## config.mk

```make
export PLATFORM = sky130hd
export DESIGN_NAME = url_percent_decoder
export DESIGN_NICKNAME = d
export VERILOG_FILES = /design/src/rtl/core/upd_pkg.sv /design/src/rtl/core/upd_front.sv /design/src/rtl/core/upd_queue.sv /design/src/rtl/core/upd_back.sv /design/src/rtl/core/url_percent_decoder.sv
export SDC_FILE = /design/constraint.sdc
export NUM_CORES = 1
export LEC_CHECK = 0
export ABC_AREA = 1
export BUFFER_PORTS_ARGS = -buffer_cell sky130_fd_sc_hd__buf_4
export CAP_MARGIN = 20
export CELL_PAD_IN_SITES_DETAIL_PLACEMENT = 0
export CELL_PAD_IN_SITES_GLOBAL_PLACEMENT = 1
export CORE_ASPECT_RATIO = 0.7
export CORE_MARGIN = 10
export CORE_UTILIZATION = 53
export DETAILED_ROUTE_END_ITERATION = 16
export GPL_TIMING_DRIVEN = 0
export PLACE_DENSITY_LB_ADDON = 0.1
export SETUP_SLACK_MARGIN = 0.02
export SYNTH_ARGS = -nofsm -noshare
export SYNTH_HDL_FRONTEND = slang
export SYNTH_SLANG_ARGS = --single-unit
```

## constraint.sdc

```tcl
create_clock -name clock -period 5.7 [get_ports clock]
set_input_delay 0.285 -clock clock [delete_from_list [all_inputs] [get_ports clock]]
set_output_delay 0.285 -clock clock [all_outputs]
set_load 0.01 [all_outputs]
```

## src/rtl/core/upd_pkg.sv

```systemverilog
`default_nettype none
// ----------------------------------------------------------------------------
// upd_pkg
// Shared types for the URL percent decoder: the result bundle that one input
// byte produces and the push port of the bundle queue.
// ----------------------------------------------------------------------------
package upd_pkg;

   // A single input byte produces at most this many results
   localparam int MaxResults = 3;

   // Up to three result bytes; last and bad apply to the final one only
   typedef struct packed {
      logic [MaxResults-1:0][7:0] bytes;
      logic [1:0]                 count;
      logic                       last;
      logic                       bad;
   } upd_entry_type;

   typedef struct packed {
      logic          valid;
      upd_entry_type entry;
   } upd_push_type;

endpackage
`default_nettype wire

```

## src/rtl/core/upd_front.sv

```systemverilog
`default_nettype none
// ----------------------------------------------------------------------------
// upd_front
// Accepts raw bytes, tracks the escape state and turns each byte into a
// bundle of zero to three results for the queue.
// ----------------------------------------------------------------------------
module upd_front (
   input  wire logic                  clock,
   input  wire logic                  reset,
   input  wire logic                  req_valid,
   output      logic                  req_ready,
   input  wire logic [7:0]            req_in_byte,
   input  wire logic                  req_in_last,
   input  wire logic                  full,
   output      upd_pkg::upd_push_type push
);

   localparam logic [7:0] CharPercent = 8'h25;
   localparam logic [7:0] CharPlus    = 8'h2B;
   localparam logic [7:0] CharSpace   = 8'h20;

   localparam logic [1:0] HeldNone    = 2'd0;
   localparam logic [1:0] HeldPercent = 2'd1;
   localparam logic [1:0] HeldDigit   = 2'd2;

   function automatic logic is_hex(input logic [7:0] b);
      logic r;
      unique case (b) inside
         [8'h30:8'h39], [8'h41:8'h46], [8'h61:8'h66]: r = 1'b1;
         default:                                     r = 1'b0;
      endcase
      return r;
   endfunction

   function automatic logic [3:0] hex_value(input logic [7:0] b);
      logic [3:0] r;
      if (b <= 8'h39) begin
         r = b[3:0];
      end else begin
         r = b[3:0] + 4'd9;
      end
      return r;
   endfunction

   function automatic logic is_allowed(input logic [7:0] b);
      logic r;
      unique case (b) inside
         8'h21, [8'h23:8'h3B], 8'h3D, [8'h3F:8'h5B], 8'h5D, 8'h5F,
         [8'h61:8'h7A], 8'h7E: r = 1'b1;
         default:              r = 1'b0;
      endcase
      return r;
   endfunction

   logic [1:0] held_count_ff, held_count_in;
   logic [7:0] held_digit_ff, held_digit_in;
   logic       skip_rest_ff, skip_rest_in;
   logic       accept;

   upd_pkg::upd_entry_type entry;

   assign req_ready = !full;
   assign accept    = req_valid && req_ready;

   always_comb begin
      logic       do_fresh;
      logic [1:0] n;
      logic [7:0] b;
      do_fresh       = 1'b0;
      n              = 2'd0;
      b              = req_in_byte;
      entry          = '0;
      held_count_in  = held_count_ff;
      held_digit_in  = held_digit_ff;
      skip_rest_in   = skip_rest_ff;

      if (skip_rest_ff) begin
         // drop everything up to the end of the aborted string
         if (req_in_last) begin
            skip_rest_in  = 1'b0;
            held_count_in = HeldNone;
         end
      end else begin
         case (held_count_ff)
            HeldPercent: begin
               if (is_hex(b) && !req_in_last) begin
                  held_count_in = HeldDigit;
                  held_digit_in = b;
               end else begin
                  held_count_in      = HeldNone;
                  entry.bytes[n]     = CharPercent;
                  n                  = n + 2'd1;
                  do_fresh           = 1'b1;
               end
            end
            HeldDigit: begin
               held_count_in = HeldNone;
               if (is_hex(b)) begin
                  entry.bytes[n] = {hex_value(held_digit_ff), hex_value(b)};
                  n              = n + 2'd1;
               end else begin
                  entry.bytes[n] = CharPercent;
                  n              = n + 2'd1;
                  entry.bytes[n] = held_digit_ff;
                  n              = n + 2'd1;
                  do_fresh       = 1'b1;
               end
            end
            default: begin
               held_count_in = HeldNone;
               do_fresh      = 1'b1;
            end
         endcase

         if (do_fresh) begin
            if (!is_allowed(b)) begin
               entry.bytes[n] = 8'h00;
               n              = n + 2'd1;
               entry.bad      = 1'b1;
               held_count_in  = HeldNone;
               skip_rest_in   = !req_in_last;
            end else if (b == CharPercent) begin
               if (req_in_last) begin
                  entry.bytes[n] = CharPercent;
                  n              = n + 2'd1;
               end else begin
                  held_count_in = HeldPercent;
               end
            end else begin
               entry.bytes[n] = (b == CharPlus) ? CharSpace : b;
               n              = n + 2'd1;
            end
         end

         if (req_in_last) begin
            held_count_in = HeldNone;
         end
      end

      entry.count = n;
      // an error result closes its string
      entry.last  = req_in_last || entry.bad;
   end

   assign push.valid = accept && (entry.count != 2'd0);
   assign push.entry = entry;

   always_ff @(posedge clock) begin
      if (reset) begin
         held_count_ff <= HeldNone;
         held_digit_ff <= 8'h00;
         skip_rest_ff  <= 1'b0;
      end else if (accept) begin
         held_count_ff <= held_count_in;
         held_digit_ff <= held_digit_in;
         skip_rest_ff  <= skip_rest_in;
      end
   end

endmodule
`default_nettype wire

```

## src/rtl/core/upd_queue.sv

```systemverilog
`default_nettype none
// ----------------------------------------------------------------------------
// upd_queue
// Short register queue of result bundles between the front and back parts.
// ----------------------------------------------------------------------------
module upd_queue #(
   parameter int DEPTH = 4
) (
   input  wire logic                   clock,
   input  wire logic                   reset,
   input  wire upd_pkg::upd_push_type  push,
   output      logic                   full,
   input  wire logic                   pop,
   output      logic                   empty,
   output      upd_pkg::upd_entry_type pop_data
);

   localparam int PtrW = (DEPTH > 1) ? $clog2(DEPTH) : 1;
   localparam int CntW = $clog2(DEPTH + 1);

   upd_pkg::upd_entry_type mem_ff [DEPTH];
   logic [PtrW-1:0] wr_ptr_ff, wr_ptr_in;
   logic [PtrW-1:0] rd_ptr_ff, rd_ptr_in;
   logic [CntW-1:0] count_ff, count_in;
   logic            do_push, do_pop;

   assign full     = (count_ff == CntW'(DEPTH));
   assign empty    = (count_ff == '0);
   assign do_push  = push.valid && !full;
   assign do_pop   = pop && !empty;
   assign pop_data = mem_ff[rd_ptr_ff];

   always_comb begin
      wr_ptr_in = wr_ptr_ff;
      rd_ptr_in = rd_ptr_ff;
      count_in  = count_ff;
      if (do_push) begin
         wr_ptr_in = (wr_ptr_ff == PtrW'(DEPTH - 1)) ? '0 : wr_ptr_ff + 1'b1;
      end
      if (do_pop) begin
         rd_ptr_in = (rd_ptr_ff == PtrW'(DEPTH - 1)) ? '0 : rd_ptr_ff + 1'b1;
      end
      if (do_push && !do_pop) begin
         count_in = count_ff + 1'b1;
      end else if (do_pop && !do_push) begin
         count_in = count_ff - 1'b1;
      end
   end

   always_ff @(posedge clock) begin
      if (reset) begin
         wr_ptr_ff <= '0;
         rd_ptr_ff <= '0;
         count_ff  <= '0;
      end else begin
         wr_ptr_ff <= wr_ptr_in;
         rd_ptr_ff <= rd_ptr_in;
         count_ff  <= count_in;
      end
   end

   always_ff @(posedge clock) begin
      if (do_push) begin
         mem_ff[wr_ptr_ff] <= push.entry;
      end
   end

endmodule
`default_nettype wire

```

## src/rtl/core/upd_back.sv

```systemverilog
`default_nettype none
// ----------------------------------------------------------------------------
// upd_back
// Takes bundles from the queue and hands out their results one per cycle while rsp_ready is high.
// ----------------------------------------------------------------------------
module upd_back (
   input  wire logic                   clock,
   input  wire logic                   reset,
   input  wire logic                   empty,
   input  wire upd_pkg::upd_entry_type pop_data,
   output      logic                   pop,
   output      logic                   rsp_valid,
   input  wire logic                   rsp_ready,
   output      logic [7:0]             rsp_out_byte,
   output      logic                   rsp_out_last,
   output      logic                   rsp_bad_char
);

   upd_pkg::upd_entry_type cur_ff;
   logic       cur_valid_ff, cur_valid_in;
   logic [1:0] pos_ff, pos_in;
   logic       is_final;
   logic       accept;

   assign is_final  = (pos_ff == cur_ff.count - 2'd1);
   assign accept    = cur_valid_ff && rsp_ready;
   assign pop       = !empty && (!cur_valid_ff || (accept && is_final));

   assign rsp_valid    = cur_valid_ff;
   assign rsp_out_byte = cur_ff.bytes[pos_ff];
   assign rsp_out_last = cur_ff.last && is_final;
   assign rsp_bad_char = cur_ff.bad && is_final;

   always_comb begin
      cur_valid_in = cur_valid_ff;
      pos_in       = pos_ff;
      if (pop) begin
         cur_valid_in = 1'b1;
         pos_in       = 2'd0;
      end else if (accept) begin
         // advance within the bundle, or go idle after its final result
         if (is_final) begin
            cur_valid_in = 1'b0;
         end else begin
            pos_in = pos_ff + 2'd1;
         end
      end
   end

   always_ff @(posedge clock) begin
      if (reset) begin
         cur_valid_ff <= 1'b0;
         pos_ff       <= 2'd0;
      end else begin
         cur_valid_ff <= cur_valid_in;
         pos_ff       <= pos_in;
      end
   end

   always_ff @(posedge clock) begin
      if (pop) begin
         cur_ff <= pop_data;
      end
   end

endmodule
`default_nettype wire

```

## src/rtl/core/url_percent_decoder.sv

```systemverilog
`default_nettype none
// ----------------------------------------------------------------------------
// url_percent_decoder
// Streaming URL percent decoder with a decoupled front end and result queue.
// ----------------------------------------------------------------------------
// The block accepts one encoded byte per cycle whenever its bundle queue has
// room, and emits decoded bytes one per cycle while rsp_ready is high. Each
// input byte yields zero to three results ('%' escapes that break up release
// held characters), so a burst of bytes that each yield two or three results
// is paced by the output serializer, which hands out one result per cycle
// while rsp_ready is high; over a whole string the results never outnumber the
// inputs. A result is held in the queue and then in the output register
// before it appears. The rest of a string after a disallowed byte is taken
// whenever the queue has room, and dropped. No clearing pass follows reset.
module url_percent_decoder #(
   parameter int QUEUE_DEPTH = 4
) (
   input  wire logic       clock,
   input  wire logic       reset,
   input  wire logic       req_valid,
   output      logic       req_ready,
   input  wire logic [7:0] req_in_byte,
   input  wire logic       req_in_last,
   output      logic       rsp_valid,
   input  wire logic       rsp_ready,
   output      logic [7:0] rsp_out_byte,
   output      logic       rsp_out_last,
   output      logic       rsp_bad_char
);

   upd_pkg::upd_push_type  push;
   upd_pkg::upd_entry_type pop_data;
   logic                   full;
   logic                   empty;
   logic                   pop;

   upd_front u_front (
      .clock       (clock),
      .reset       (reset),
      .req_valid   (req_valid),
      .req_ready   (req_ready),
      .req_in_byte (req_in_byte),
      .req_in_last (req_in_last),
      .full        (full),
      .push        (push)
   );

   upd_queue #(
      .DEPTH (QUEUE_DEPTH)
   ) u_queue (
      .clock    (clock),
      .reset    (reset),
      .push     (push),
      .full     (full),
      .pop      (pop),
      .empty    (empty),
      .pop_data (pop_data)
   );

   upd_back u_back (
      .clock        (clock),
      .reset        (reset),
      .empty        (empty),
      .pop_data     (pop_data),
      .pop          (pop),
      .rsp_valid    (rsp_valid),
      .rsp_ready    (rsp_ready),
      .rsp_out_byte (rsp_out_byte),
      .rsp_out_last (rsp_out_last),
      .rsp_bad_char (rsp_bad_char)
   );

endmodule
`default_nettype wire

```

==> results by group <==
Status
  • Result of the run: finished, final reports clean

Place
  • Weighted congestion at the end of routability-driven global placement: 0.9367
  • Port Buf Inserts: 21
  • Final HPWL from detailed placement: 13470 um

Synth
  • Adder-cell share of the synthesized area: about 3.3%
  • Sequential share of the synthesized area: ~62%
  • Top cells by count, synth: 140 x sky130_fd_sc_hd__edfxtp_1, 112 x sky130_fd_sc_hd__nor2_1, 106 x sky130_fd_sc_hd__o21ai_0
  • Async set-or-reset flop fraction in the synthesized netlist: 0%
  • Number of distinct library cells after synthesis: 44
  • Dominant combinational cell family by area after synthesis: simple AND/OR/NAND/NOR gates
  • Top-area cell type share of the netlist area: between 50% and 60%
  • Compound-gate portion of the synthesized area: 13.75%
  • Number of warnings issued by yosys: 0
  • Top cell type by total area after synthesis: sky130_fd_sc_hd__edfxtp_1
  • Post-synthesis register bit count: 161
  • XOR/XNOR share of the synthesized area: 0.5904%
  • Dominant cells by area after synthesis: sky130_fd_sc_hd__edfxtp_1 57%, sky130_fd_sc_hd__o21ai_0 7.2%, sky130_fd_sc_hd__dfxtp_1 5.7%, sky130_fd_sc_hd__nor2_1 5.7%, sky130_fd_sc_hd__ha_1 3.0%
  • Number of synthesized flops with an enable pin: between 100 and 150
  • Most frequent cell after synthesis: sky130_fd_sc_hd__edfxtp_1
  • Simple-Gate Fraction of Synth Area: roughly 15%
  • Avg Inst Size Synth: roughly 11 sq um
  • Most common flop cell mapped by yosys: sky130_fd_sc_hd__edfxtp_1
  • Post-synthesis mux area share: 0.3036%
  • Area of the mapped netlist: 7417 sq um
  • Gate count after technology mapping: 698

Worst setup path
  • Critical path startpoint category: flop
  • Worst path arrival time: 3.79 ns
  • Required time at the worst-slack endpoint: 6.01 ns
  • Max Fanout on Critical Path: 7
  • Element type at the critical path end: flop
  • R2r worst-path depth: 20
  • FF-to-FF setup slack: 2.22 ns
  • Critical path type: flop to flop

STA
  • Max-Slew Margin vs Limit: 39.92%
  • Slew Viols, Final: 0
  • Pin slew with the least headroom to its limit: 0.8990 ns
  • Unrepaired setup endpoints after global routing: false
  • Final min period: 3.478 ns
  • Final Hold Fails: 0
  • Final setup violation count: 0
  • Final sum of negative setup slack: 0 ns
  • Largest clock skew in the final design: 0.009666 ns
  • Final critical-path share of the clock period: 61.01%
  • Fmax: 287.6 MHz

Clocking
  • Clock tree from TritonCTS: done
  • CTS buffer count: 17
  • Clock tree root driver cell: sky130_fd_sc_hd__clkbuf_16
  • Number of buffers inserted for hold repair after clock tree synthesis: 0
  • CTS resizes: 0
  • Clock-pin slew of the registers on the worst-case setup and hold paths: ~0.070 ns
  • H-tree lvl count: 4
  • Clock insertion delay at the later pin of the skew report: 0.42 ns
  • Buffers inserted during post-CTS setup optimization: 0
  • CTS Buffer Depth: 2
  • Clock sink total: 161

Drt
  • Total vias in the final route: 5377
  • Post-Route WL: 19120 um
  • Number of detailed-route iterations in the first pass: 5
  • # DRC: 0
  • Avg WL per Cell: ~20 um
  • Post-detailed-route count of antenna-violating nets: 0
  • Violation count after the first detailed-routing iteration: 587
  • Drt via density: 5.672

Global route
  • Pin count of the biggest net entering global routing: 31
  • Number of global-route vias before repair: approximately 5200
  • Total track usage: 20.08%
  • First-pass GRT wire length: a little under 30000 um
  • Initial antenna violation count: 0
  • Overflow left after global routing: 0

Pwr
  • Switching fraction of total power: 34.59%
  • Share of power burned in registers: 42.9%
  • Static Leak: 3.058 nW
  • Total power density per cell area: 453.1 nW/um^2
  • Share of power burned in combinational logic: 27.6%
  • Proportion of power drawn by the clock network: 29.5%
  • NetSw: 1.340 mW
  • P_int: 2.534 mW
  • Max VDD drop: 0.2343 mV

Floorplan
  • CORE AREA: 13830 sq um
  • Die outline area: 19200 sq um
  • Horizontal die dimension: 161.4 um
  • Die Ht: 119.0 um
  • Row Count: 36
  • I/O pin cnt: 25
  • Effective utilization at floorplan: 53.64%

Finish
  • N_diodes: 0
  • Layout area overhead: 15.28%
  • Layout Nets: 777
  • Layout cells sized above 1: between 10% and 20%
  • Final standard cell utilization of the core: 61.83%

Min path
  • Kind of path behind the tightest hold check: primary input to flop
  • Instance count along the most critical hold path: 2

Job
  • Count of max-cap constraint violations: 0
==> sequential cells by signal, indices dropped and copies added (netlist names), 2 cells and up <==
signal,flops
u_back.cur_ff,28
u_queue.wr_ptr_ff,2
u_queue.mem_ff,112
u_front.held_digit_ff,8
u_queue.count_ff,3
u_queue.rd_ptr_ff,2
u_back.pos_ff,2
u_front.held_count_ff,2
==> power groups by stage <==
stage / Sequential [mW] / Clock, mW / Combinational, mW
floorplan: 1.66 / 0 / 0.633
global placement: 1.69 / 0 / 1.01
detailed placement: 1.68 / 0 / 1.07
CTS: 1.66 / 1.16 / 1.07
global route: 1.68 / 1.21 / 1.19
finish: 1.66 / 1.14 / 1.07
==> path summary, 6_finish.rpt <==
kind | start | to
hold / removal | reset | u_front.held_count_ff[1]
setup / recovery | u_front.held_count_ff[0] | u_queue.count_ff[2]
hold reg to reg | u_front.held_digit_ff[7] | u_front.held_digit_ff[7]
setup reg to reg | u_front.held_count_ff[0] | u_queue.count_ff[2]
==> metal layers <==
metal  part of all wire [%]  GRT usage (%)  vias up  routed length, um
met5                      0              0        -                  0
met4                    1.1          5.499        0                219
met3                    8.7          4.749       15               1662
met2                     43          29.02      221               8162
met1                     47          29.51     2577               9075
li1                       -              -     2564                  -
==> cells in the final DEF, fill, tap and decap left out, types with 4 or more instances in the layout <==
cell	n
sky130_fd_sc_hd__edfxtp_1	140
sky130_fd_sc_hd__o211ai_1	7
sky130_fd_sc_hd__inv_8	5
sky130_fd_sc_hd__nor2_1	108
sky130_fd_sc_hd__o21ai_0	106
sky130_fd_sc_hd__inv_2	10
sky130_fd_sc_hd__nand2_4	4
sky130_fd_sc_hd__nand3_4	4
sky130_fd_sc_hd__clkbuf_16	17
sky130_fd_sc_hd__dfxtp_1	21
sky130_fd_sc_hd__a21oi_1	30
sky130_fd_sc_hd__ha_1	18
sky130_fd_sc_hd__buf_2	5
sky130_fd_sc_hd__a31oi_1	7
sky130_fd_sc_hd__inv_6	5
sky130_fd_sc_hd__nand2_2	5
sky130_fd_sc_hd__nand2_1	57
sky130_fd_sc_hd__clkbuf_1	22
sky130_fd_sc_hd__nand3_2	4
sky130_fd_sc_hd__o22ai_1	28
sky130_fd_sc_hd__nand4_1	5
sky130_fd_sc_hd__buf_4	22
sky130_fd_sc_hd__inv_1	51
sky130_fd_sc_hd__conb_1	4
sky130_fd_sc_hd__nor2_4	6
sky130_fd_sc_hd__nor3_1	7
sky130_fd_sc_hd__xor2_1	4
sky130_fd_sc_hd__nand3_1	20
==> metrics by stage <==
step	instances	cell area, sq um	power (mW)	worst slack, ns	hold slack (ns)
after floorplan	701	7428	2.295	2.088	0.3541
after global placement	912	7824	2.700	0.6441	0.4534
after detailed placement	916	7946	2.750	1.921	0.4642
after CTS	948	8551	3.895	2.180	0.02679
after global routing	948	8551	4.077	1.905	0.03110
final	948	8551	3.875	2.222	0.03923
==> logic make-up after synthesis <==
logic type / count (synthesis)
AND/OR/NAND/NOR: 232
AO/OA/AOI/OAI: 187
flip-flops: 161
buffers and inverters: 92
adder cells (fa/ha/maj): 19
XOR/XNOR: 5
other: 1
multiplexers: 1
==> worst max-delay path: stages (launching register included) <==
cell                      delay, ns
sky130_fd_sc_hd__dfxtp_1       0.35
sky130_fd_sc_hd__inv_1         0.06
sky130_fd_sc_hd__ha_1          0.34
sky130_fd_sc_hd__inv_1         0.25
sky130_fd_sc_hd__nand3_1       0.20
sky130_fd_sc_hd__nand2_2       0.16
sky130_fd_sc_hd__inv_2         0.07
sky130_fd_sc_hd__ha_1          0.27
sky130_fd_sc_hd__inv_1         0.05
sky130_fd_sc_hd__mux2i_4       0.13
sky130_fd_sc_hd__nand2_2       0.10
sky130_fd_sc_hd__nand2_4       0.10
sky130_fd_sc_hd__nand2_4       0.11
sky130_fd_sc_hd__inv_1         0.08
sky130_fd_sc_hd__ha_1          0.13
sky130_fd_sc_hd__inv_1         0.07
sky130_fd_sc_hd__fa_1          0.44
sky130_fd_sc_hd__a21oi_1       0.14
sky130_fd_sc_hd__o21ai_0       0.11
sky130_fd_sc_hd__o21ai_0       0.16
sky130_fd_sc_hd__a21oi_1       0.05
==> final cells by class <==
type | count | area, sq um
multi-input combinational | 448 | 2476
tap | 190 | 237.7
buffer | 30 | 130.1
clock inverter | 15 | 178.9
sequential | 161 | 4624
fill | 1143 | 5278
clock buffer | 17 | 425.4
timing repair buffer | 25 | 245.2
inverter | 62 | 232.7
(Power assumes the default switching activity.)
